==> src/sv/vls_pkg.sv <==
// Shared types and constants of the value list with sort unit.
package vls_pkg;

    localparam int CAPACITY = 64;
    localparam int IDX_W    = $clog2(CAPACITY);
    localparam int CNT_W    = $clog2(CAPACITY + 1);
    localparam int VALUE_W  = 32;
    localparam int INDEX_W  = 6;
    localparam int KIND_W   = 3;
    localparam int STATUS_W = 3;

    typedef enum logic [KIND_W-1:0] {
        KIND_APPEND   = 3'd0,
        KIND_DEL_AT   = 3'd1,
        KIND_DEL_TAIL = 3'd2,
        KIND_SORT     = 3'd3,
        KIND_READ     = 3'd4
    } t_kind;

    typedef enum logic [STATUS_W-1:0] {
        STATUS_OK     = 3'd0,
        STATUS_EMPTY  = 3'd1,
        STATUS_RANGE  = 3'd2,
        STATUS_FULL   = 3'd3,
        STATUS_NOSORT = 3'd4
    } t_status;

    typedef enum logic [1:0] {
        CELL_HOLD,
        CELL_APPEND,
        CELL_SHIFT,
        CELL_SORT
    } t_cell_op;

    typedef enum logic [1:0] {
        ST_IDLE,
        ST_RUN,
        ST_DONE
    } t_state;

    typedef struct packed {
        t_cell_op           op;
        logic [IDX_W-1:0]   del_pos;
        logic [IDX_W-1:0]   rd_pos;
        logic [CNT_W-1:0]   count;
        logic               phase;
        logic [VALUE_W-1:0] value;
    } t_cell_cmd;

endpackage

==> src/sv/vls_cell.sv <==
// One list cell: holds one entry, shifts, swaps with its neighbours and relays reads.
module vls_cell import vls_pkg::*; (
    input  logic               i_clk,
    input  logic [IDX_W-1:0]   i_pos,
    input  t_cell_cmd          i_cmd,
    input  logic [VALUE_W-1:0] i_left_val,
    input  logic [VALUE_W-1:0] i_right_val,
    input  logic [VALUE_W-1:0] i_right_tap,
    output logic [VALUE_W-1:0] o_val,
    output logic [VALUE_W-1:0] o_tap
);

    logic [VALUE_W-1:0] r_val;
    logic [VALUE_W-1:0] n_val;
    logic [VALUE_W-1:0] r_tap;
    logic [VALUE_W-1:0] n_tap;
    logic [CNT_W-1:0]   w_pos_ext;
    logic               w_lower_act;
    logic               w_upper_act;

    assign w_pos_ext   = CNT_W'(i_pos);
    assign w_lower_act = (i_pos[0] == i_cmd.phase) && ((w_pos_ext + 1'b1) < i_cmd.count);
    assign w_upper_act = (i_pos[0] != i_cmd.phase) && (i_pos != '0)
                         && (w_pos_ext < i_cmd.count);

    always_comb begin
        n_val = r_val;
        case (i_cmd.op)
            CELL_APPEND: begin
                if (w_pos_ext == i_cmd.count) begin
                    n_val = i_cmd.value;
                end
            end
            CELL_SHIFT: begin
                if (i_pos >= i_cmd.del_pos) begin
                    n_val = i_right_val;
                end
            end
            CELL_SORT: begin
                if (w_lower_act && (i_right_val < r_val)) begin
                    n_val = i_right_val;
                end else if (w_upper_act && (r_val < i_left_val)) begin
                    n_val = i_left_val;
                end
            end
            default: begin
                n_val = r_val;
            end
        endcase
    end

    assign n_tap = (i_pos == i_cmd.rd_pos) ? r_val : i_right_tap;

    always_ff @(posedge i_clk) begin
        r_val <= n_val;
        r_tap <= n_tap;
    end

    assign o_val = r_val;
    assign o_tap = r_tap;

endmodule

==> config.mk <==
export PLATFORM = sky130hd
export DESIGN_NAME = vls_cell
export DESIGN_NICKNAME = d
export VERILOG_FILES = /design/src/sv/vls_pkg.sv /design/src/sv/vls_cell.sv
export SDC_FILE = /design/constraint.sdc
export NUM_CORES = 1
export LEC_CHECK = 0
export ABC_AREA = 0
export BUFFER_PORTS_ARGS = -buffer_cell sky130_fd_sc_hd__clkbuf_2
export CORE_UTILIZATION = 43
export CTS_BUF_LIST = sky130_fd_sc_hd__clkbuf_16
export CTS_CLUSTER_DIAMETER = 200
export DETAILED_ROUTE_END_ITERATION = 8
export HOLD_SLACK_MARGIN = 0.15
export PLACE_DENSITY = 0.76
export SLEW_MARGIN = 20
export SYNTH_ARGS = -nofsm -noshare
export SYNTH_HDL_FRONTEND = slang
export SYNTH_SLANG_ARGS = --single-unit
==> constraint.sdc <==
create_clock -name i_clk -period 5 [get_ports i_clk]
set_clock_uncertainty 0.2 [all_clocks]
set_input_delay 0.25 -clock i_clk [delete_from_list [all_inputs] [get_ports i_clk]]
set_output_delay 0.25 -clock i_clk [all_outputs]
set_load 0.005 [all_outputs]
==> results.yml <==
clock_tree:
  cts_buffer_depth: 2
  clk_pin_slew_ns: 0.05
  insertion_delay_ns: 0.34
  cts_tree: "built"
  cts-root-buf: "clkbuf_16"
  postCtsSetupBuffers: 0
  cts_buffers: 9
  cts_sinks: 64
  htree_levels: 3
yosys:
  syn_area_mm2: 0.00476
  synth_fa_ha_area_share_pct: 21.8
  syn_nets: 778
  synth_cell_types: 34
  ys_ff_latch: 64
  syn-mean-instance-area_um2: 8.85
  synth_flop_cell: "edfxtp_1"
  synth_edf_count: 32
  ys_async_sr_fraction_pct: 0
  synth-simple-area-share_pct: 10.6
  yosysWarningCount: 0
  synthXorXnorAreaFrac_pct: 2.02
  synth_cells: 538
  synth_top_family_by_area: "adder cells"
  synth-compound-area-share_pct: 16.7
  ys_seq_area_share_pct: 33.6
  synthMuxAreaShare_pct: 6.96
layout:
  num-nets-final: 1087
  fin_area_mm2: 0.00720
  diodes: 0
  final_cells: 992
  multi_input_area_mm2: 0.00279
  nFillCells: 880
  areaGrowthSynthToFinish_pct: 51.2
  seq_area_mm2: 0.00160
  drive_above_1_share_pct: 28.2
timing:
  period_needed_ns: 3.92
  slew_violations: 0
  fin_crit_sh_pct: 78.4
  fmax_mhz: 255
  hold_violations: 0
  rsz0062_at_grt: "no"
  slew_headroom_pct: 49.0
  setup_viol: 0
  setup_ws_ns: 1.08
  tns_ns: 0
  worst_pin_slew_ns: 0.762
drt:
  first_pass_iters: 4
  routedWlPerCell_um: 15.1
  via_per_inst: 5.05
  drc: 0
  wirelength_um: 15000
  first_iter_violations: 272
  via_count: 5010
  ant_nets: 0
power:
  power_frac_seq_pct: 36.3
  switchingPower_mw: 0.508
  combPwrFrac_pct: 29.8
  irDropWorstVdd_uv: 140
  clock_power_share_pct: 33.9
  p_int_mw: 1.23
  switching_share_pct: 29.3
  total_leakage_power_nw: 3.94
  powerDensity_mw_per_mm2: 241
place:
  port_buffers: 220
  place.gp.congestion: 0.881
  dpl.hpwl_um: 11300
  dp_cells: 885
  placed_area_mm2: 0.00601
  pre_cts_ws_ns: 1.50
die:
  start_util_pct: 44.1
  fp.dieArea_mm2: 0.0115
  fp.coreArea_mm2: 0.0108
  die_width_um: 107
  row_count: 38
  pin_count: 221
  die_h_um: 107
hold_path:
  worstHoldPathCells: 3
  hold_path_end: "o_val[17]"
  min_path_type: "primary input to flip-flop"
  hold_start: "i_left_val[17]"
critical_path:
  path_max_fanout: 32
  crit_arrival_ns: 3.81
  required_ns: 4.89
  r2r_start: "o_val[22]"
  path_cells: "inv_1 > ha_1 > nand4_1 > or3_1 > or4_1 > o22ai_2 > o211ai_4 > buf_4 > mux2i_1 > a21oi_1 > dlygate4sd3_1"
  startpoint_type: "flip-flop"
  timing.rr.end: "o_val[27]"
  critPathSlowestCell: "dlygate4sd3_1"
  max_stage_delay_ns: 0.60
  reg2reg_depth: 11
  regToRegSetupSlack_ns: 1.08
  path_class: "flip-flop to flip-flop"
  end_kind: "flip-flop"
global_routing:
  antenna_found_initial: 0
  grt_pass1_vias: 5102
  grt_max_degree: 44
  grt_use_total_pct: 26.8
  grt_pass1_wl_um: 23700
  grt_overflow: 0
outcome:
  status: "finished, final reports clean"
run:
  drv_cap: 0
[power groups by stage]
| stage | registers, mW | clock network (mW) | logic (mW) |
|---|---|---|---|
| floorplan | 0.639 | 0 | 0.249 |
| global placement | 0.637 | 0 | 0.426 |
| detailed placement | 0.640 | 0 | 0.440 |
| CTS | 0.629 | 0.600 | 0.513 |
| global route | 0.634 | 0.622 | 0.577 |
| finish | 0.630 | 0.588 | 0.518 |
[flip-flops by register name, summed over array words and instances, names as in the netlist]
name / flops
o_tap: 32
o_val: 32
[per-layer routing]
metal / GRT usage [%] / wire length, µm / part of all wire, %
met5: 0 / 0 / 0
met4: 14.6 / 547 / 3.7
met3: 5.23 / 826 / 5.5
met2: 47.6 / 7520 / 50
met1: 30.0 / 6090 / 41
[timing repair]
| item | 4_1_cts | 5_1_grt |
|---|---|---|
| hold buffers | 91 | 0 |
| gates resized for setup | 0 | 0 |
| hold endpoints to repair | 64 | 0 |
[cells in the final DEF, fill, tap and decap left out, types with 2 or more instances in the layout]
cell type / synthesis / routed
edfxtp_1: 32 / 32
nand4_1: 12 / 12
nand2b_1: 4 / 4
xor2_1: 6 / 6
a2111oi_0: 3 / 3
o21a_1: 3 / 3
clkbuf_2: 0 / 220
nor3_1: 3 / 3
a21oi_1: 50 / 50
nand2_1: 44 / 44
ha_1: 83 / 83
inv_1: 81 / 83
clkinv_1: 0 / 3
clkbuf_16: 0 / 10
a211oi_1: 7 / 6
a21o_1: 20 / 20
mux2i_1: 32 / 32
nor4_1: 2 / 2
dfxtp_1: 32 / 32
o21ai_0: 41 / 41
dlygate4sd3_1: 0 / 91
xnor2_1: 5 / 5
o211ai_1: 3 / 3
nor2_1: 40 / 40
nand3_1: 7 / 6
buf_4: 0 / 3
[logic make-up after synthesis]
family / after synthesis
AOI/OAI and AO/OA: 133
xor gates and xnor gates: 11
adders and majority gates: 83
buffers and inverters: 98
DFF: 64
muxes: 33
and+or+nand+nor: 116
[worst max-delay path by stage]
stage / startpoint / slack [ns] / end
2_1_floorplan: o_val[11] / 0.86 / o_val[0]
3_3_place_gp: o_val[9] / 1.57 / o_val[26]
3_5_place_dp: o_val[9] / 1.50 / o_val[28]
4_1_cts: o_val[22] / 1.05 / o_val[31]
5_1_grt: o_val[22] / 0.86 / o_val[26]
6_report: o_val[22] / 1.08 / o_val[27]
[Yosys cell counts, types with 6 or more instances]
| cell | instances | area, µm² |
|---|---|---|
| edfxtp_1 | 32 | 961 |
| ha_1 | 83 | 1040 |
| nand4_1 | 12 | 75.1 |
| a21o_1 | 20 | 150 |
| a211oi_1 | 7 | 52.6 |
| nand3_1 | 7 | 35.0 |
| a21oi_1 | 50 | 250 |
| xor2_1 | 6 | 52.6 |
| nor2_1 | 40 | 150 |
| o21ai_0 | 41 | 205 |
| inv_1 | 81 | 304 |
| clkbuf_1 | 14 | 52.6 |
| nand2_1 | 44 | 165 |
| mux2i_1 | 32 | 320 |
| dfxtp_1 | 32 | 641 |
[worst max-delay path: cells and delay by family, from the launching register on]
kind / cells / cell delay [ns]
compound gates: 3 / 0.39
simple gates: 3 / 1.14
mux: 1 / 0.23
fa+ha+maj: 1 / 0.30
flops: 1 / 0.37
buf+inv: 3 / 1.02
[stage by stage]
step	util, %	hold WS [ns]	power (mW)
6_report	66.7	0.159	1.74
3_5_place_dp	55.7	0.255	1.08
2_1_floorplan	-	0.159	0.888
3_3_place_gp	55.7	0.247	1.06
4_1_cts	66.7	0.155	1.74
5_1_grt	66.7	0.178	1.83
[cell type report]
cell class              instances  share of cell area, %
clock inverters                 6                  0.365
repair buffers                315                   28.5
well taps                     140                   2.43
multi-input cells             376                   38.7
clock buffers                  10                   3.48
inverters                      81                   4.22
flip-flops and latches         64                   22.2
Note: power is estimated with default switching activity, not from simulation.
